## src/rtl/fan_curve_duty_controller_unit_macros.svh

```systemverilog
// Assertion macros shared by the fan curve controller RTL.
// Depends on nothing; included by the files that carry assertions.
`ifndef FAN_CURVE_DUTY_CONTROLLER_UNIT_MACROS_SVH
`define FAN_CURVE_DUTY_CONTROLLER_UNIT_MACROS_SVH

// Check that a condition holds in the same cycle as its trigger.
`define FCD_ASSERT_SAME(label, clk, rst, ante, cons, msg) \
   label: assert property (@(posedge clk) disable iff (rst) (ante) |-> (cons)) \
      else $error(msg);

// Check that a condition holds in the cycle after its trigger.
`define FCD_ASSERT_NEXT(label, clk, rst, ante, cons, msg) \
   label: assert property (@(posedge clk) disable iff (rst) (ante) |=> (cons)) \
      else $error(msg);

`endif

```

## src/rtl/fcd_pkg.sv

```systemverilog
// Shared widths, codes, default curve points and the controller/datapath
// command and status structs of the fan curve controller. No dependencies.
package fcd_pkg;

   // Field widths
   localparam int TEMP_W     = 8;
   localparam int DUTY_W     = 8;
   localparam int IDX_W      = 6;
   localparam int FAN_W      = 3;
   localparam int ACT_W      = 2;
   localparam int CSR_IDX_W  = 2;
   localparam int CSR_DATA_W = 8;

   // Action codes
   localparam logic [ACT_W-1:0] ACT_NONE = 2'd0;
   localparam logic [ACT_W-1:0] ACT_AUTO = 2'd1;
   localparam logic [ACT_W-1:0] ACT_SET  = 2'd2;

   // Register indexes
   localparam logic [CSR_IDX_W-1:0] CSR_FAN_SELECT    = 2'd0;
   localparam logic [CSR_IDX_W-1:0] CSR_MODIFY_ENABLE = 2'd1;

   // Fan number range and reset value
   localparam logic [FAN_W-1:0] FAN_RESET = 3'd1;
   localparam logic [FAN_W-1:0] FAN_LO    = 3'd1;
   localparam logic [FAN_W-1:0] FAN_HI    = 3'd4;

   // Default bracketing points
   localparam logic [TEMP_W-1:0] DEF_TMIN = 8'd0;
   localparam logic [TEMP_W-1:0] DEF_TMAX = 8'd120;
   localparam logic [DUTY_W-1:0] DEF_DMIN = 8'd40;
   localparam logic [DUTY_W-1:0] DEF_DMAX = 8'd100;

   // Special duty codes
   localparam logic [DUTY_W-1:0] DUTY_AUTO = 8'd0;
   localparam logic [DUTY_W-1:0] DUTY_KEEP = 8'd1;
   localparam logic [DUTY_W-1:0] DUTY_FULL = 8'd255;

   // Arithmetic widths
   localparam int DIFF_W = TEMP_W + 1;        // signed differences
   localparam int PROD_W = 2 * DIFF_W;        // 9x9 signed product
   localparam int ACC_W  = PROD_W + 1;        // sum of two products
   localparam int NUM_W  = ACC_W + DUTY_W;    // times 255, signed
   localparam int NUMU_W = NUM_W - 1;         // magnitude of a non-negative numerator
   localparam int DEN_W  = 15;                // |span| * 100 <= 25500
   localparam int QUO_W  = DUTY_W;
   localparam int DSH_W  = DEN_W + QUO_W - 1; // divisor aligned to the top quotient bit
   localparam int DIV_STEPS = QUO_W;
   localparam int CNT_W  = $clog2(DIV_STEPS);

   typedef struct packed {
      logic load_write;   // store a curve point
      logic walk_start;   // capture an evaluate request
      logic walk_read;    // read the current curve entry
      logic walk_check;   // examine the entry read
      logic prod;         // first product and span
      logic sum;          // numerator before scaling
      logic scale;        // times 255, divisor, sign fold
      logic div_init;     // saturation check, divider load
      logic div_step;     // one quotient bit
      logic out_load;     // fill the response register
   } fcd_cmd_type;

   typedef struct packed {
      logic walk_stop;    // walk ends at this entry
      logic walk_below;   // temperature below the first point
   } fcd_status_type;

endpackage

```

## src/rtl/fcd_req_if.sv

```systemverilog
// Request channel of the fan curve controller: valid/ready plus the fields.
// Depends on fcd_pkg.
interface fcd_req_if;
   logic                        valid;
   logic                        ready;
   logic                        op;
   logic [fcd_pkg::IDX_W-1:0]   point_index;
   logic [fcd_pkg::TEMP_W-1:0]  point_temp;
   logic [fcd_pkg::DUTY_W-1:0]  point_duty;
   logic [fcd_pkg::TEMP_W-1:0]  temperature;
   logic [fcd_pkg::DUTY_W-1:0]  current_duty;

   modport source (output valid, op, point_index, point_temp, point_duty,
                   temperature, current_duty, input ready);
   modport sink   (input valid, op, point_index, point_temp, point_duty,
                   temperature, current_duty, output ready);
endinterface

```

## src/rtl/fcd_rsp_if.sv

```systemverilog
// Response channel of the fan curve controller: valid/ready plus the fields.
// Depends on fcd_pkg.
interface fcd_rsp_if;
   logic                       valid;
   logic                       ready;
   logic [fcd_pkg::ACT_W-1:0]  action;
   logic [fcd_pkg::FAN_W-1:0]  fan_number;
   logic [fcd_pkg::DUTY_W-1:0] new_duty;

   modport source (output valid, action, fan_number, new_duty, input ready);
   modport sink   (input valid, action, fan_number, new_duty, output ready);
endinterface

```

## src/rtl/fcd_csr_if.sv

```systemverilog
// Register write channel of the fan curve controller: valid/ready, index, data.
// Depends on fcd_pkg.
interface fcd_csr_if;
   logic                           valid;
   logic                           ready;
   logic [fcd_pkg::CSR_IDX_W-1:0]  index;
   logic [fcd_pkg::CSR_DATA_W-1:0] data;

   modport source (output valid, index, data, input ready);
   modport sink   (input valid, index, data, output ready);
endinterface

```

## src/rtl/fcd_ram.sv

```systemverilog
// Generic single-write, single-read RAM with registered read data.
// No dependencies.
module fcd_ram #(
   parameter int WIDTH = 16,
   parameter int DEPTH = 64
) (
   input  logic                     clock,
   input  logic                     wr_en,
   input  logic [$clog2(DEPTH)-1:0] wr_addr,
   input  logic [WIDTH-1:0]         wr_data,
   input  logic                     rd_en,
   input  logic [$clog2(DEPTH)-1:0] rd_addr,
   output logic [WIDTH-1:0]         rd_data
);

   logic [WIDTH-1:0] mem [DEPTH];
   logic [WIDTH-1:0] rd_data_ff;

   // Write port
   always_ff @(posedge clock) begin
      if (wr_en) begin
         mem[wr_addr] <= wr_data;
      end
   end

   // Registered read port
   always_ff @(posedge clock) begin
      if (rd_en) begin
         rd_data_ff <= mem[rd_addr];
      end
   end

   assign rd_data = rd_data_ff;

endmodule

```

## src/rtl/fcd_datapath.sv

```systemverilog
// Datapath of the fan curve controller: curve table, walk registers,
// interpolation arithmetic, serial divider, config and response registers.
// Depends on fcd_pkg and fcd_ram.
module fcd_datapath #(
   parameter int CURVE_POINTS = 64
) (
   input  logic                           clock,
   input  logic                           reset,
   input  fcd_pkg::fcd_cmd_type           cmd,
   output fcd_pkg::fcd_status_type        status,
   input  logic [fcd_pkg::IDX_W-1:0]      point_index,
   input  logic [fcd_pkg::TEMP_W-1:0]     point_temp,
   input  logic [fcd_pkg::DUTY_W-1:0]     point_duty,
   input  logic [fcd_pkg::TEMP_W-1:0]     temperature,
   input  logic [fcd_pkg::DUTY_W-1:0]     current_duty,
   input  logic                           csr_write,
   input  logic [fcd_pkg::CSR_IDX_W-1:0]  csr_index,
   input  logic [fcd_pkg::CSR_DATA_W-1:0] csr_data,
   output logic [fcd_pkg::ACT_W-1:0]      action,
   output logic [fcd_pkg::FAN_W-1:0]      fan_number,
   output logic [fcd_pkg::DUTY_W-1:0]     new_duty
);

   localparam int AW      = $clog2(CURVE_POINTS);
   localparam int WIDE_W  = 9;   // holds any point index and the table depth
   localparam int ENTRY_W = fcd_pkg::TEMP_W + fcd_pkg::DUTY_W;
   localparam logic [AW-1:0] LAST_ADDR = AW'(CURVE_POINTS - 1);

   // Configuration registers
   logic [fcd_pkg::FAN_W-1:0] fan_select_ff, fan_select_in;
   logic                      modify_ff, modify_in;

   // Curve table valid bits and write path
   logic [CURVE_POINTS-1:0] valid_ff, valid_in;
   logic [WIDE_W-1:0]       idx_wide;
   logic                    idx_in_range;
   logic                    wr_en;
   logic [AW-1:0]           wr_addr;
   logic [ENTRY_W-1:0]      rd_data;

   // Walk registers
   logic [fcd_pkg::TEMP_W-1:0] t_ff, t_in;
   logic [fcd_pkg::DUTY_W-1:0] cur_ff, cur_in;
   logic [fcd_pkg::TEMP_W-1:0] tmin_ff, tmin_in, tmax_ff, tmax_in;
   logic [fcd_pkg::DUTY_W-1:0] dmin_ff, dmin_in, dmax_ff, dmax_in;
   logic [AW-1:0]              addr_ff, addr_in;
   logic                       entry_valid_ff, entry_valid_in;
   logic                       below_ff, below_in;
   logic [fcd_pkg::TEMP_W-1:0] e_temp;
   logic [fcd_pkg::DUTY_W-1:0] e_duty;
   logic                       end_mark, above, first, last;

   // Arithmetic registers
   logic [fcd_pkg::TEMP_W-1:0]        diff;
   logic signed [fcd_pkg::DIFF_W-1:0] dd_s;
   logic signed [fcd_pkg::DIFF_W-1:0] span_ff, span_in;
   logic signed [fcd_pkg::PROD_W-1:0] prod_a, prod_b;
   logic signed [fcd_pkg::PROD_W-1:0] p1_ff, p1_in;
   logic signed [fcd_pkg::ACC_W-1:0]  acc_ff, acc_in;
   logic                              span_zero;
   logic signed [fcd_pkg::NUM_W-1:0]  acc_x, acc_sh, num_sel;
   logic [fcd_pkg::DIFF_W-1:0]        span_neg;
   logic [fcd_pkg::TEMP_W-1:0]        span_mag;
   logic [fcd_pkg::DEN_W-1:0]         den_calc;
   logic [fcd_pkg::NUMU_W-1:0]        numu_ff, numu_in;
   logic                              neg_ff, neg_in;
   logic [fcd_pkg::DEN_W-1:0]         den_ff, den_in;
   logic                              sat_ff, sat_in;
   logic [fcd_pkg::NUMU_W-1:0]        rem_ff, rem_in;
   logic [fcd_pkg::DSH_W-1:0]         dsh_ff, dsh_in;
   logic [fcd_pkg::QUO_W-1:0]         q_ff, q_in;
   logic                              fits;

   // Command decision and response registers
   logic [fcd_pkg::DUTY_W-1:0] duty;
   logic [fcd_pkg::DUTY_W-1:0] last_cmd_ff, last_cmd_in;
   logic                       fan_ok, issue;
   logic [fcd_pkg::ACT_W-1:0]  act;
   logic [fcd_pkg::ACT_W-1:0]  action_ff, action_in;
   logic [fcd_pkg::FAN_W-1:0]  fan_ff, fan_in;
   logic [fcd_pkg::DUTY_W-1:0] duty_ff, duty_in;

   // Decode register writes
   always_comb begin
      fan_select_in = fan_select_ff;
      modify_in     = modify_ff;
      if (csr_write) begin
         unique case (csr_index)
            fcd_pkg::CSR_FAN_SELECT:    fan_select_in = csr_data[fcd_pkg::FAN_W-1:0];
            fcd_pkg::CSR_MODIFY_ENABLE: modify_in     = csr_data[0];
            default: ;
         endcase
      end
   end

   always_ff @(posedge clock) begin
      if (reset) begin
         fan_select_ff <= fcd_pkg::FAN_RESET;
         modify_ff     <= 1'b1;
      end else begin
         fan_select_ff <= fan_select_in;
         modify_ff     <= modify_in;
      end
   end

   // Store curve points; drop indexes beyond the table
   assign idx_wide     = WIDE_W'(point_index);
   assign idx_in_range = idx_wide < WIDE_W'(CURVE_POINTS);
   assign wr_en        = cmd.load_write && idx_in_range;
   assign wr_addr      = idx_wide[AW-1:0];

   always_comb begin
      valid_in = valid_ff;
      if (wr_en) begin
         valid_in[wr_addr] = 1'b1;
      end
   end

   always_ff @(posedge clock) begin
      if (reset) begin
         valid_ff <= '0;
      end else begin
         valid_ff <= valid_in;
      end
   end

   fcd_ram #(
      .WIDTH (ENTRY_W),
      .DEPTH (CURVE_POINTS)
   ) u_curve_ram (
      .clock   (clock),
      .wr_en   (wr_en),
      .wr_addr (wr_addr),
      .wr_data ({point_temp, point_duty}),
      .rd_en   (cmd.walk_read),
      .rd_addr (addr_ff),
      .rd_data (rd_data)
   );

   // An entry never written reads as zero
   assign e_temp = entry_valid_ff ? rd_data[ENTRY_W-1:fcd_pkg::DUTY_W] : '0;
   assign e_duty = entry_valid_ff ? rd_data[fcd_pkg::DUTY_W-1:0] : '0;

   assign end_mark = (e_temp == '0);
   assign above    = (t_ff < e_temp);
   assign first    = (addr_ff == '0);
   assign last     = (addr_ff == LAST_ADDR);

   assign status.walk_below = !end_mark && above && first;
   assign status.walk_stop  = end_mark || above || last;

   // Walk the curve: narrow the bracket one entry at a time
   always_comb begin
      t_in           = t_ff;
      cur_in         = cur_ff;
      tmin_in        = tmin_ff;
      tmax_in        = tmax_ff;
      dmin_in        = dmin_ff;
      dmax_in        = dmax_ff;
      addr_in        = addr_ff;
      entry_valid_in = entry_valid_ff;
      below_in       = below_ff;
      if (cmd.walk_start) begin
         t_in     = temperature;
         cur_in   = current_duty;
         tmin_in  = fcd_pkg::DEF_TMIN;
         tmax_in  = fcd_pkg::DEF_TMAX;
         dmin_in  = fcd_pkg::DEF_DMIN;
         dmax_in  = fcd_pkg::DEF_DMAX;
         addr_in  = '0;
         below_in = 1'b0;
      end
      if (cmd.walk_read) begin
         entry_valid_in = valid_ff[addr_ff];
      end
      if (cmd.walk_check) begin
         if (!end_mark) begin
            if (above) begin
               if (first) begin
                  below_in = 1'b1;
               end else begin
                  tmax_in = e_temp;
                  dmax_in = e_duty;
               end
            end else begin
               tmin_in = e_temp;
               dmin_in = e_duty;
            end
         end
         if (!status.walk_stop) begin
            addr_in = addr_ff + 1'b1;
         end
      end
   end

   always_ff @(posedge clock) begin
      t_ff           <= t_in;
      cur_ff         <= cur_in;
      tmin_ff        <= tmin_in;
      tmax_ff        <= tmax_in;
      dmin_ff        <= dmin_in;
      dmax_ff        <= dmax_in;
      addr_ff        <= addr_in;
      entry_valid_ff <= entry_valid_in;
      below_ff       <= below_in;
   end

   // Interpolation terms; temperature never sits below the lower point
   assign diff   = t_ff - tmin_ff;
   assign dd_s   = $signed({1'b0, dmax_ff}) - $signed({1'b0, dmin_ff});
   assign prod_a = $signed({1'b0, diff}) * dd_s;
   assign prod_b = $signed({1'b0, dmin_ff}) * span_ff;

   assign span_zero = (span_ff == '0);

   // Times 255 as a shift and subtract; fold the divisor sign into it
   assign acc_x   = fcd_pkg::NUM_W'(acc_ff);
   assign acc_sh  = acc_x <<< fcd_pkg::DUTY_W;
   assign num_sel = span_ff[fcd_pkg::DIFF_W-1] ? (acc_x - acc_sh) : (acc_sh - acc_x);

   // Divisor |span| * 100 as 64 + 32 + 4; zero span divides dmin * 255 by 100
   assign span_neg = -span_ff;
   assign span_mag = span_zero ? fcd_pkg::TEMP_W'(1) :
                     (span_ff[fcd_pkg::DIFF_W-1] ? span_neg[fcd_pkg::TEMP_W-1:0]
                                                 : span_ff[fcd_pkg::TEMP_W-1:0]);
   assign den_calc = fcd_pkg::DEN_W'({span_mag, 6'b0}) + fcd_pkg::DEN_W'({span_mag, 5'b0})
                   + fcd_pkg::DEN_W'({span_mag, 2'b0});

   // One restoring step per cycle
   assign fits = (rem_ff >= fcd_pkg::NUMU_W'(dsh_ff));

   always_comb begin
      span_in = span_ff;
      p1_in   = p1_ff;
      acc_in  = acc_ff;
      numu_in = numu_ff;
      neg_in  = neg_ff;
      den_in  = den_ff;
      sat_in  = sat_ff;
      rem_in  = rem_ff;
      dsh_in  = dsh_ff;
      q_in    = q_ff;
      if (cmd.prod) begin
         p1_in   = prod_a;
         span_in = $signed({1'b0, tmax_ff}) - $signed({1'b0, tmin_ff});
      end
      if (cmd.sum) begin
         acc_in = span_zero ? fcd_pkg::ACC_W'($signed({1'b0, dmin_ff}))
                            : fcd_pkg::ACC_W'(p1_ff) + fcd_pkg::ACC_W'(prod_b);
      end
      if (cmd.scale) begin
         neg_in  = num_sel[fcd_pkg::NUM_W-1];
         numu_in = num_sel[fcd_pkg::NUMU_W-1:0];
         den_in  = den_calc;
      end
      if (cmd.div_init) begin
         sat_in = numu_ff >= fcd_pkg::NUMU_W'({den_ff, {fcd_pkg::QUO_W{1'b0}}});
         rem_in = numu_ff;
         dsh_in = {den_ff, {(fcd_pkg::QUO_W-1){1'b0}}};
         q_in   = '0;
      end
      if (cmd.div_step) begin
         rem_in = fits ? rem_ff - fcd_pkg::NUMU_W'(dsh_ff) : rem_ff;
         q_in   = {q_ff[fcd_pkg::QUO_W-2:0], fits};
         dsh_in = dsh_ff >> 1;
      end
   end

   always_ff @(posedge clock) begin
      span_ff <= span_in;
      p1_ff   <= p1_in;
      acc_ff  <= acc_in;
      numu_ff <= numu_in;
      neg_ff  <= neg_in;
      den_ff  <= den_in;
      sat_ff  <= sat_in;
      rem_ff  <= rem_in;
      dsh_ff  <= dsh_in;
      q_ff    <= q_in;
   end

   // Final duty: below the curve, negative, saturated or quotient
   always_comb begin
      if (below_ff) begin
         duty = (last_cmd_ff > fcd_pkg::DUTY_KEEP) ? fcd_pkg::DUTY_AUTO : fcd_pkg::DUTY_KEEP;
      end else if (neg_ff) begin
         duty = '0;
      end else if (sat_ff) begin
         duty = fcd_pkg::DUTY_FULL;
      end else begin
         duty = q_ff;
      end
   end

   // Decide the command and remember an issued duty
   assign fan_ok = (fan_select_ff >= fcd_pkg::FAN_LO) && (fan_select_ff <= fcd_pkg::FAN_HI);
   assign issue  = modify_ff && (duty != cur_ff);

   always_comb begin
      if (!issue || !fan_ok) begin
         act = fcd_pkg::ACT_NONE;
      end else if (duty == fcd_pkg::DUTY_AUTO) begin
         act = fcd_pkg::ACT_AUTO;
      end else if (duty == fcd_pkg::DUTY_KEEP) begin
         act = fcd_pkg::ACT_NONE;
      end else begin
         act = fcd_pkg::ACT_SET;
      end
   end

   always_comb begin
      last_cmd_in = last_cmd_ff;
      action_in   = action_ff;
      fan_in      = fan_ff;
      duty_in     = duty_ff;
      if (cmd.out_load) begin
         action_in = act;
         fan_in    = fan_select_ff;
         duty_in   = duty;
         if (issue) begin
            last_cmd_in = duty;
         end
      end
   end

   always_ff @(posedge clock) begin
      if (reset) begin
         last_cmd_ff <= '0;
      end else begin
         last_cmd_ff <= last_cmd_in;
      end
   end

   always_ff @(posedge clock) begin
      action_ff <= action_in;
      fan_ff    <= fan_in;
      duty_ff   <= duty_in;
   end

   assign action     = action_ff;
   assign fan_number = fan_ff;
   assign new_duty   = duty_ff;

endmodule

```

## src/rtl/fcd_controller.sv

```systemverilog
// Sequencer of the fan curve controller: request handshake, curve walk,
// arithmetic steps, divider count and response valid. Depends on fcd_pkg.
`include "fan_curve_duty_controller_unit_macros.svh"

module fcd_controller (
   input  logic                    clock,
   input  logic                    reset,
   input  logic                    req_valid,
   input  logic                    req_op,
   output logic                    req_ready,
   output logic                    rsp_valid,
   input  logic                    rsp_ready,
   output fcd_pkg::fcd_cmd_type    cmd,
   input  fcd_pkg::fcd_status_type status
);

   typedef enum logic [8:0] {
      ST_IDLE   = 9'b000000001,
      ST_READ   = 9'b000000010,
      ST_CHECK  = 9'b000000100,
      ST_PROD   = 9'b000001000,
      ST_SUM    = 9'b000010000,
      ST_SCALE  = 9'b000100000,
      ST_DINIT  = 9'b001000000,
      ST_DIVIDE = 9'b010000000,
      ST_FINISH = 9'b100000000
   } state_type;

   localparam logic [fcd_pkg::CNT_W-1:0] CNT_LAST = fcd_pkg::CNT_W'(fcd_pkg::DIV_STEPS - 1);

   state_type                 state_ff, state_in;
   logic [fcd_pkg::CNT_W-1:0] cnt_ff, cnt_in;
   logic                      rsp_valid_ff, rsp_valid_in;
   logic                      accept;
   logic                      out_free;
   logic                      out_load;

   assign req_ready = (state_ff == ST_IDLE);
   assign accept    = req_valid && req_ready;
   assign out_free  = !rsp_valid_ff || rsp_ready;
   assign out_load  = (state_ff == ST_FINISH) && out_free;

   // Next state and divider count
   always_comb begin
      state_in = state_ff;
      cnt_in   = cnt_ff;
      unique case (state_ff)
         ST_IDLE: begin
            if (accept && req_op) begin
               state_in = ST_READ;
            end
         end
         ST_READ:  state_in = ST_CHECK;
         ST_CHECK: begin
            if (status.walk_below) begin
               state_in = ST_FINISH;
            end else if (status.walk_stop) begin
               state_in = ST_PROD;
            end else begin
               state_in = ST_READ;
            end
         end
         ST_PROD:  state_in = ST_SUM;
         ST_SUM:   state_in = ST_SCALE;
         ST_SCALE: state_in = ST_DINIT;
         ST_DINIT: begin
            cnt_in   = '0;
            state_in = ST_DIVIDE;
         end
         ST_DIVIDE: begin
            cnt_in = cnt_ff + 1'b1;
            if (cnt_ff == CNT_LAST) begin
               state_in = ST_FINISH;
            end
         end
         ST_FINISH: begin
            if (out_free) begin
               state_in = ST_IDLE;
            end
         end
         default: state_in = ST_IDLE;
      endcase
   end

   // Hold the response until the receiver takes it
   always_comb begin
      if (out_load) begin
         rsp_valid_in = 1'b1;
      end else if (rsp_ready) begin
         rsp_valid_in = 1'b0;
      end else begin
         rsp_valid_in = rsp_valid_ff;
      end
   end

   always_ff @(posedge clock) begin
      if (reset) begin
         state_ff     <= ST_IDLE;
         cnt_ff       <= '0;
         rsp_valid_ff <= 1'b0;
      end else begin
         state_ff     <= state_in;
         cnt_ff       <= cnt_in;
         rsp_valid_ff <= rsp_valid_in;
      end
   end

   // Datapath commands
   assign cmd.load_write = accept && !req_op;
   assign cmd.walk_start = accept && req_op;
   assign cmd.walk_read  = (state_ff == ST_READ);
   assign cmd.walk_check = (state_ff == ST_CHECK);
   assign cmd.prod       = (state_ff == ST_PROD);
   assign cmd.sum        = (state_ff == ST_SUM);
   assign cmd.scale      = (state_ff == ST_SCALE);
   assign cmd.div_init   = (state_ff == ST_DINIT);
   assign cmd.div_step   = (state_ff == ST_DIVIDE);
   assign cmd.out_load   = out_load;

   assign rsp_valid = rsp_valid_ff;

   `FCD_ASSERT_NEXT(a_load_shows_response, clock, reset, out_load, rsp_valid_ff && state_ff == ST_IDLE, "response register load did not raise valid")
   `FCD_ASSERT_NEXT(a_stall_holds_finish, clock, reset, state_ff == ST_FINISH && rsp_valid_ff && !rsp_ready, state_ff == ST_FINISH && rsp_valid_ff, "result overwrote a stalled response")
   `FCD_ASSERT_NEXT(a_divide_length, clock, reset, state_ff == ST_DIVIDE && cnt_ff == CNT_LAST, state_ff == ST_FINISH, "divider ran past its last quotient bit")

endmodule

```

## src/rtl/fan_curve_duty_controller_unit.sv

```systemverilog
// Top level of the piecewise-linear fan curve duty controller.
// Depends on fcd_pkg, the channel interfaces, fcd_controller and fcd_datapath.
//
// Usage:
//   req_bus carries load requests (op 0: store one curve point) and evaluate
//   requests (op 1: temperature and present duty). rsp_bus returns one
//   response per evaluate request: action, fan number and computed duty.
//   csr_bus writes fan_select (index 0) and modify_enable (index 1); it is
//   always ready and must only be used while the block is idle.
//   A load request is taken while the block is idle and leaves it idle. An
//   evaluate request walks the curve table, one read of the table RAM and one
//   compare per entry visited, then runs three arithmetic steps, a divider
//   load, a quotient loop of eight quotient bits and the response register
//   load. A temperature below the first point skips the arithmetic.
//   One evaluate request is handled at a time; the next request is taken
//   while the response still waits.
//   Reset clears the table (valid bits, immediately), the remembered command,
//   and sets fan_select to 1 and modify_enable to 1.
//   A stalled receiver holds the response; a finished evaluation then waits
//   and no further request is taken until the response register frees.
module fan_curve_duty_controller_unit #(
   parameter int CURVE_POINTS = 64
) (
   input  logic     clock,
   input  logic     reset,
   fcd_req_if.sink   req_bus,
   fcd_rsp_if.source rsp_bus,
   fcd_csr_if.sink   csr_bus
);

   fcd_pkg::fcd_cmd_type    cmd;
   fcd_pkg::fcd_status_type status;

   // Register writes are taken in any cycle
   assign csr_bus.ready = 1'b1;

   fcd_controller u_controller (
      .clock     (clock),
      .reset     (reset),
      .req_valid (req_bus.valid),
      .req_op    (req_bus.op),
      .req_ready (req_bus.ready),
      .rsp_valid (rsp_bus.valid),
      .rsp_ready (rsp_bus.ready),
      .cmd       (cmd),
      .status    (status)
   );

   fcd_datapath #(
      .CURVE_POINTS (CURVE_POINTS)
   ) u_datapath (
      .clock        (clock),
      .reset        (reset),
      .cmd          (cmd),
      .status       (status),
      .point_index  (req_bus.point_index),
      .point_temp   (req_bus.point_temp),
      .point_duty   (req_bus.point_duty),
      .temperature  (req_bus.temperature),
      .current_duty (req_bus.current_duty),
      .csr_write    (csr_bus.valid),
      .csr_index    (csr_bus.index),
      .csr_data     (csr_bus.data),
      .action       (rsp_bus.action),
      .fan_number   (rsp_bus.fan_number),
      .new_duty     (rsp_bus.new_duty)
   );

endmodule

```

## src/flat_wrapper.sv

```systemverilog
// flat-port wrapper written by rule: the top's interface ports become plain ports
module fan_curve_duty_controller_unit_flat 
#(
   parameter int CURVE_POINTS = 64
)
  (clock, reset, req_bus_valid, req_bus_op, req_bus_point_index, req_bus_point_temp, req_bus_point_duty, req_bus_temperature, req_bus_current_duty, req_bus_ready, rsp_bus_valid, rsp_bus_action, rsp_bus_fan_number, rsp_bus_new_duty, rsp_bus_ready, csr_bus_valid, csr_bus_index, csr_bus_data, csr_bus_ready);
  fcd_req_if req_bus_i ();
  fcd_rsp_if rsp_bus_i ();
  fcd_csr_if csr_bus_i ();
  input  logic clock;
  input  logic reset;
  input wire logic [$bits(req_bus_i.valid)-1:0] req_bus_valid;
  input wire logic [$bits(req_bus_i.op)-1:0] req_bus_op;
  input wire logic [$bits(req_bus_i.point_index)-1:0] req_bus_point_index;
  input wire logic [$bits(req_bus_i.point_temp)-1:0] req_bus_point_temp;
  input wire logic [$bits(req_bus_i.point_duty)-1:0] req_bus_point_duty;
  input wire logic [$bits(req_bus_i.temperature)-1:0] req_bus_temperature;
  input wire logic [$bits(req_bus_i.current_duty)-1:0] req_bus_current_duty;
  output wire logic [$bits(req_bus_i.ready)-1:0] req_bus_ready;
  output wire logic [$bits(rsp_bus_i.valid)-1:0] rsp_bus_valid;
  output wire logic [$bits(rsp_bus_i.action)-1:0] rsp_bus_action;
  output wire logic [$bits(rsp_bus_i.fan_number)-1:0] rsp_bus_fan_number;
  output wire logic [$bits(rsp_bus_i.new_duty)-1:0] rsp_bus_new_duty;
  input wire logic [$bits(rsp_bus_i.ready)-1:0] rsp_bus_ready;
  input wire logic [$bits(csr_bus_i.valid)-1:0] csr_bus_valid;
  input wire logic [$bits(csr_bus_i.index)-1:0] csr_bus_index;
  input wire logic [$bits(csr_bus_i.data)-1:0] csr_bus_data;
  output wire logic [$bits(csr_bus_i.ready)-1:0] csr_bus_ready;
  assign req_bus_i.valid = req_bus_valid;
  assign req_bus_i.op = req_bus_op;
  assign req_bus_i.point_index = req_bus_point_index;
  assign req_bus_i.point_temp = req_bus_point_temp;
  assign req_bus_i.point_duty = req_bus_point_duty;
  assign req_bus_i.temperature = req_bus_temperature;
  assign req_bus_i.current_duty = req_bus_current_duty;
  assign req_bus_ready = req_bus_i.ready;
  assign rsp_bus_valid = rsp_bus_i.valid;
  assign rsp_bus_action = rsp_bus_i.action;
  assign rsp_bus_fan_number = rsp_bus_i.fan_number;
  assign rsp_bus_new_duty = rsp_bus_i.new_duty;
  assign rsp_bus_i.ready = rsp_bus_ready;
  assign csr_bus_i.valid = csr_bus_valid;
  assign csr_bus_i.index = csr_bus_index;
  assign csr_bus_i.data = csr_bus_data;
  assign csr_bus_ready = csr_bus_i.ready;
  fan_curve_duty_controller_unit #(.CURVE_POINTS(CURVE_POINTS)) u_core (.clock(clock), .reset(reset), .req_bus(req_bus_i), .rsp_bus(rsp_bus_i), .csr_bus(csr_bus_i));
endmodule
```

## config.mk

```make
export PLATFORM = sky130hd
export DESIGN_NAME = fan_curve_duty_controller_unit_flat
export DESIGN_NICKNAME = d
export VERILOG_FILES = /design/src/rtl/fcd_pkg.sv /design/src/rtl/fcd_req_if.sv /design/src/rtl/fcd_rsp_if.sv /design/src/rtl/fcd_csr_if.sv /design/src/rtl/fcd_ram.sv /design/src/rtl/fcd_datapath.sv /design/src/rtl/fcd_controller.sv /design/src/rtl/fan_curve_duty_controller_unit.sv /design/src/flat_wrapper.sv
export VERILOG_INCLUDE_DIRS = /design/src /design/src/rtl
export SDC_FILE = /design/constraint.sdc
export NUM_CORES = 2
export LEC_CHECK = 0
export BUFFER_PORTS_ARGS = -buffer_cell sky130_fd_sc_hd__buf_2
export CORE_AREA = 2 2 400 243
export CTS_CLUSTER_SIZE = 8
export DETAILED_ROUTE_END_ITERATION = 10
export DIE_AREA = 0 0 402 245
export GPL_TIMING_DRIVEN = 0
export HOLD_SLACK_MARGIN = 0.12
export PLACE_DENSITY = 0.82
export SLEW_MARGIN = 20
export SYNTH_ARGS = -nofsm -noshare
export SYNTH_HDL_FRONTEND = slang
export SYNTH_SLANG_ARGS = --single-unit
```

## constraint.sdc

```tcl
create_clock -name clock -period 15.31 [get_ports clock]
set_clock_uncertainty 0.05 [all_clocks]
set_input_delay 0 -clock clock [delete_from_list [all_inputs] [get_ports clock]]
set_output_delay 0 -clock clock [all_outputs]
set_load 0.005 [all_outputs]
```

# == Yosys cells after proc, flatten, opt, wreduce, memory -nomap -nowiden ==
# Memory sizes are Yosys's and may differ from the RTL's. A register that Yosys moved wholly into a read port is not among the register bits.
# Index checks and enable logic that the tools add are counted.
# op_classes
n_lt_le_gt_ge,10
n_reduce_logical,32
n_bitwise,1
add_sub_neg,12
n_mux,60
shifts,0
eq_ne,18
n_mul,2
n_div,0
# ops
cell,count
$mux 8,28
$pmux 9 s9,1
$mux 26,3
$or 64x64->64,1
$mux 21,2
$mul 9x9->18,2
$mux 9,4
$mux 27,1
$sub 19x27->27,1
$sub 27x19->27,1
$ge 26x22->1,1
$ge 26x23->1,1
$sub 26x22->26,1
$lt 6x7->1 const B,3
$add 18x18->19,1
$mux 6,3
$sub 8x8->9,2
$logic_not 8->1,2
$add 14x13->15,1
$add 15x10->15,1
$mux 1,13
$logic_and 1x1->1,10
$eq 9x1->1 const B,1
$eq 9x2->1 const B,1
other kinds (37),50
# totals
latch_bits,0
output_inout_bits,16
mem_count,1
mem_bits_ro,0
input_bits,54
elab_cells,168
register_bits,303
ramBits,1024
# memory_table
memory,depth,word_bits,rd,rd_ports_with_merged_regs,wr,line,text
u_core.u_datapath.u_curve_ram.mem,64,16,1,1,1,fcd_ram.sv:16,logic [WIDTH-1:0] mem [DEPTH];

# == Logic depth before layout (Yosys ltp) ==
# depth
depth_word,8
mapped_depth,29
ltp_nobuf,29

# == Modules after synthesis ==
# Synthesis repeated with hierarchy kept, for this count alone.
# hier_totals
hier_cells,4097
area_unflattened_um2,62334.8
# by_module_without_submodules
mod,cells_per_inst,area_per_inst_um2,seq_area_each_um2,n_inst
fcd_ram,1829,40202.3,31230.0,1
fcd_datapath,2166,21236.6,7467.2,1
fcd_controller,100,884.6,260.2,1
fan_curve_duty_controller_unit,2,11.3,0.0,1

# == Least setup slack after synthesis ==
# No wires, ideal clock.
# synth_timing
path_type,reg-to-reg
startpoint,register u_core.u_datapath.dmin_ff[1] in the netlist's numbering
endpoint,register u_core.u_datapath.p1_ff[16] in the netlist's numbering (data pin)
required_ps,14998
path_buffers,1
synth_period_minus_slack_ps,6412
t_arrival_ps,6100
path_stages_with_launch,27
slack_ps,8898
setup_time_ps,262
cell_sequence,dfxtp_1 clkbuf_1 inv_1 ha_1 nor2b_1 o21ai_0 a21boi_0 o21ai_0 nand2b_1 xnor2_1 or2_2 fa_1 fa_1 inv_1 fa_1 fa_1 inv_1 fa_1 inv_1 ha_1 nand2_1 o21ai_0 o41a_1 a41o_1 o21ai_0 a21oi_1 xor2_1
# synth_between
elab_chain_len,2
# synth_rtl
element,line,text
"start, declared",fcd_datapath.sv:45,"logic [fcd_pkg::DUTY_W-1:0] dmin_ff, dmin_in, dmax_ff, dmax_in;"
"start signal, assigned",fcd_datapath.sv:201,dmin_ff <= dmin_in;
$sub 8x8->9,fcd_datapath.sv:210,"assign dd_s = $signed({1'b0, dmax_ff}) - $signed({1'b0, dmin_ff});"
$mul 9x9->18,fcd_datapath.sv:211,"assign prod_a = $signed({1'b0, diff}) * dd_s;"
via u_core.u_datapath.prod_a (one bit),fcd_datapath.sv:57,"logic signed [fcd_pkg::PROD_W-1:0] prod_a, prod_b;"
"end signal, assigned",fcd_datapath.sv:271,p1_ff <= p1_in;
"end, declared",fcd_datapath.sv:58,"logic signed [fcd_pkg::PROD_W-1:0] p1_ff, p1_in;"
# The timed path passes the listed nets, and every way through them passes these cells.
# A chain may end at the register's enable or synchronous reset.

# == Worst setup path after layout ==
# Same ends and word-level chain as after synthesis.

==> key figures <==
Placed design
  – Input/output buffers: 59
  – Worst slack after detailed placement: between 7 and 8 ns
  – Global placer's final weighted congestion: ~0.95
  – HPWL Detailed: roughly 110000 µm
  – Number of placed instances with taps included: between 5000 and 6000

Synth
  – Sequential-to-total area share from yosys stat: a little under two thirds
  – Predominant post-synthesis flop cell: edfxtp_1
  – Flops & latches, synth: roughly 1300
  – Count of mapped cells out of synthesis: ~3800
  – Count of flip-flops with a built-in enable after synthesis: 1212
  – Total standard cell area after synthesis: 0.06129 mm²
  – Fraction of registers with async set/reset: 0%
  – Number of nets produced by synthesis: approximately 4200
  – Cell type with the highest aggregate area in the netlist: edfxtp_1
  – Share of the synthesized area in the top cell type: between 50 and 60%
  – Yosys Warn Count: 0
  – Count of cell types in the netlist: 79
  – Ranking of synthesized cells by area: edfxtp_1 (59%), mux4_2 (13%), ha_1 (4.7%)
  – Syn avg cell area: 16.15 µm²

Power and ir drop
  – Cell internal power dissipation: roughly 6400 µW
  – Switching part of the total power: between 20% and 30%
  – Switching power: about 1800 µW
  – Logic pwr share: 4.7%
  – Power density cells: 117.3 mW/mm²
  – Post-layout power: just over 8000 µW
  – Sequential cell fraction of total power: 48.6%
  – Clock network fraction of total power: roughly 47%
  – LEAKAGE: approximately 0.025 µW
  – Worst vdd rail ir drop: roughly 0.13 mV

Floorplan
  – Core footprint: roughly 0.095 mm²
  – Initial core utilization: about 64%
  – Die span in y: between 200 and 250 µm
  – Standard-cell row count: 88
  – Die Area: between 0.09 and 0.1 mm²
  – Floorplan die width: about 400 µm
  – Number of placed I/O pins: 70

Worst hold path
  – Start point of the worst hold path: req_bus_point_index[2]
  – Worst Hold Path Cells: 3
  – Hold path endpoint: u_core.u_datapath.u_curve_ram.mem[63][0]$_DFFE_PP_
  – Class of the tightest hold or removal check: in -> reg

Route
  – Vias after detailed routing: around 38000
  – Total wire length: ~180000 µm
  – Residual antenna-violating net count after detailed routing: 0
  – Post-detailed-route wirelength per cell: 31.35 µm
  – DRC violations left: 0
  – Length of the first detailed-routing pass in iterations: 8
  – Iter 0 DRT Violations: around 6400
  – Avg Vias per Cell: 6.820

Worst setup path
  – Slowest cell delay on critical path: between 0.8 and 0.9 ns
  – Signal arrival time at the worst endpoint: 8.36 ns
  – Worst Setup End Kind: flop
  – Dominant delay contributor by cell family on the critical path: adder cells
  – Data required time at the worst endpoint: approximately 16 ns
  – Largest fanout on the critical path: 10
  – Register-to-register setup slack: around 7.4 ns
  – Worst-path cell with the longest stage delay: xnor2_1
  – Buf/Inv on CP: 5
  – Cells on worst reg2reg path: 26
  – Category of the critical setup timing path: reg -> reg
  – CP dominant cell by count: fa_1
  – Crit Reg-Reg Startpoint: u_core.u_datapath.dmin_ff[1]$_DFF_P_
  – End of the worst register-to-register path: u_core.u_datapath.p1_ff[16]$_DFFE_PP_
  – Element type at the critical path start: flop

GRT
  – Vias in the first global route: between 30000 and 40000
  – Overall track demand over capacity in global routing: a little over a third
  – Maximum number of pins on one net before global-route repair: 65
  – Initial antenna violation count: 11
  – Overall overflow remaining after global route: 0
  – Global-route wire length before repair: 257300 µm

STA
  – Min Clock Period, post-route: 7.886 ns
  – Worst Slack Setup Final: around 7.4 ns
  – Total Neg Setup Slack: 0 ns
  – Setup repair after global routing missed its margin: no
  – Transition time at the pin with the least slew margin: ~1.2 ns
  – Count of endpoints failing setup in the final report: 0
  – Slew Viols, Final: 0
  – Final clock period utilization by the worst path: roughly half
  – Final hold violations: 0
  – Maximum operating frequency: 0.1268 GHz
  – Slew margin rel.: between 20% and 30%

Run
  – Max-cap violations: 0

Clock tree
  – Clock transition time at the flip-flop clock pins of the worst setup and hold paths: around 0.06 ns
  – Clock Latency Late Sink: between 0.8 and 0.9 ns
  – H-tree depth: 4
  – Cell at the root of the clock tree: clkbuf_16
  – Clock sink total: between 1000 and 1500
  – Post-CTS Setup Inserts: 0
  – Clock tree from TritonCTS: done
  – Largest buffer count on any clock path: 3
  – CTS Buf Count: between 150 and 200
  – Number of gates given a new drive strength after cts: 0

Layout
  – Count of non-filler cells in the finished layout: between 5000 and 6000
  – Layout Area Growth over Synthesis: 14.84%
  – Post-Route Utilization: about three quarters
  – Share of layout cells above drive strength 1: just under 20%
  – Nets@finish: around 4600

Status
  – Status: completed
[cell families (layout without fill, tap and decap cells)]
logic type               count (synthesis)  after routing  share of synthesized area (%)
AND/OR/NAND/NOR                        781            781                          5.933
AO/OA/AOI/OAI                          417            417                          4.351
multiplexers                           384            384                          13.57
adder cells (fa/ha/maj)                342            342                          8.329
flip-flops                            1340           1340                          63.56
buffers and inverters                  424            948                          2.713
other                                    1             10                       0.006119
XOR/XNOR                               107            107                          1.529
[power groups by stage]
stage | registers (µW) | clock network [µW] | logic (µW)
after global placement | 4090 | 0 | 349
after detailed placement | 4090 | 0 | 366
final | 4020 | 3850 | 391
after floorplan | 4080 | 0 | 240
after CTS | 4020 | 3840 | 387
after global routing | 4010 | 4000 | 438
[worst register-to-register path: stages (launching register included)]
cell      delay [ns]
dfxtp_1         0.41
clkbuf_1        0.47
inv_1           0.21
ha_1            0.33
nor2b_1         0.13
o21ai_0         0.25
a21boi_0        0.14
o21ai_0         0.28
a21oi_1         0.14
xnor2_1         0.82
or2_2           0.26
fa_1            0.43
fa_1            0.49
inv_1           0.05
fa_1            0.45
fa_1            0.49
inv_1           0.05
fa_1            0.50
inv_1           0.04
ha_1            0.33
nand2_1         0.08
o21ai_0         0.17
o41a_1          0.37
a41o_1          0.26
o21ai_0         0.17
a21oi_1         0.11
xor2_1          0.15
[worst max path at each step]
stage / start / end / slack [ns] / depth (start not counted)
CTS: u_core.u_datapath.dmin_ff[1]$_DFF_P_ / u_core.u_datapath.p1_ff[16]$_DFFE_PP_ / 7.70 / 26
detailed placement: u_core.u_datapath.dmin_ff[1]$_DFF_P_ / u_core.u_datapath.p1_ff[16]$_DFFE_PP_ / 7.73 / 26
floorplan: u_core.u_datapath.dmin_ff[1]$_DFF_P_ / u_core.u_datapath.p1_ff[16]$_DFFE_PP_ / 8.90 / 26
finish: u_core.u_datapath.dmin_ff[1]$_DFF_P_ / u_core.u_datapath.p1_ff[16]$_DFFE_PP_ / 7.42 / 26
global route: u_core.u_datapath.dmin_ff[1]$_DFF_P_ / u_core.u_datapath.p1_ff[16]$_DFFE_PP_ / 7.16 / 26
global placement: u_core.u_datapath.dmin_ff[1]$_DFF_P_ / u_core.u_datapath.p1_ff[16]$_DFFE_PP_ / 7.77 / 26
[cells in the mapped netlist, types with 7 or more instances]
cell,number
ha_1,232
xnor2_1,68
o21a_1,15
a41oi_1,7
mux2_2,7
clkbuf_1,124
nand4_1,10
or3_1,12
nor3_1,21
o21ba_2,14
and3_1,13
a21o_1,44
nor2b_1,30
mux4_2,357
mux2i_1,20
a21oi_1,104
buf_2,24
nand3_1,51
buf_1,18
a31oi_1,15
o21bai_1,8
dfxtp_1,128
or2_2,16
nand2b_1,31
a211oi_1,19
o211ai_1,10
nand3b_1,7
edfxtp_1,1212
o31ai_1,10
inv_1,249
o21ai_0,121
fa_1,110
nand2_1,191
nor3b_1,8
and2_1,31
xor2_1,39
nor2_1,319
nor4_1,9
[cells in the final DEF (no fill, tap or decap), types with 64 or more instances in the layout]
cell           count
buf_2             68
nor2_2            64
nor2_1           255
ha_1             232
o21ai_0          120
dlygate4sd3_1     75
clkbuf_1         240
xnor2_1           68
a21oi_1          104
edfxtp_1        1212
clkbuf_16        187
mux4_2           357
nand2_1          190
fa_1             110
dfxtp_1          128
inv_1            247
[final cells by class]
type / count / area, µm²
diodes: 9 / 22.52
plain buffers: 174 / 733.2
clock buffers: 308 / 5144
clock inverters: 11 / 209.0
fillers: 5387 / 24750
inverters: 250 / 938.4
multi-input cells: 2032 / 20860
flip-flops and latches: 1340 / 38960
well taps: 1260 / 1577
repair buffers: 205 / 1942
[per-stage QoR]
stage,instance area (µm²),hold WS [ns]
global route,70370,0.2837
finish,70380,0.2795
floorplan,61290,0.04887
CTS,70340,0.1918
global placement,63160,0.1259
detailed placement,64240,0.1281
[state kept, by name, summed over array words and instances, names as in the netlist, 9 cells and up]
signal and count:
u_core.u_datapath.u_curve_ram.mem 1024, u_core.u_datapath.valid_ff 64, u_core.u_datapath.numu_ff 26, u_core.u_datapath.rem_ff 26
u_core.u_datapath.dsh_ff 22, u_core.u_datapath.acc_ff 19, u_core.u_datapath.p1_ff 18, u_core.u_datapath.u_curve_ram.rd_data 16
u_core.u_datapath.den_ff 13, u_core.u_controller.state_ff 9, u_core.u_datapath.span_ff 9
[routing by layer]
metal / vias up / wire [µm] / share of wire (%) / global-route usage, %
li1: 15310 / - / - / -
met1: 19040 / 66300 / 38 / 53.14
met2: 3265 / 74620 / 43 / 51.35
met3: 496 / 28040 / 16 / 12.85
met4: 10 / 6172 / 3.5 / 12.23
met5: - / 75 / 0.043 / 0
[timing repair]
action,in CTS,in global routing
setup endpoints to repair,0,0
endpoints found under the hold margin,1228,0
hold buffers,75,0
Note: power is estimated with default switching activity, not from simulation.
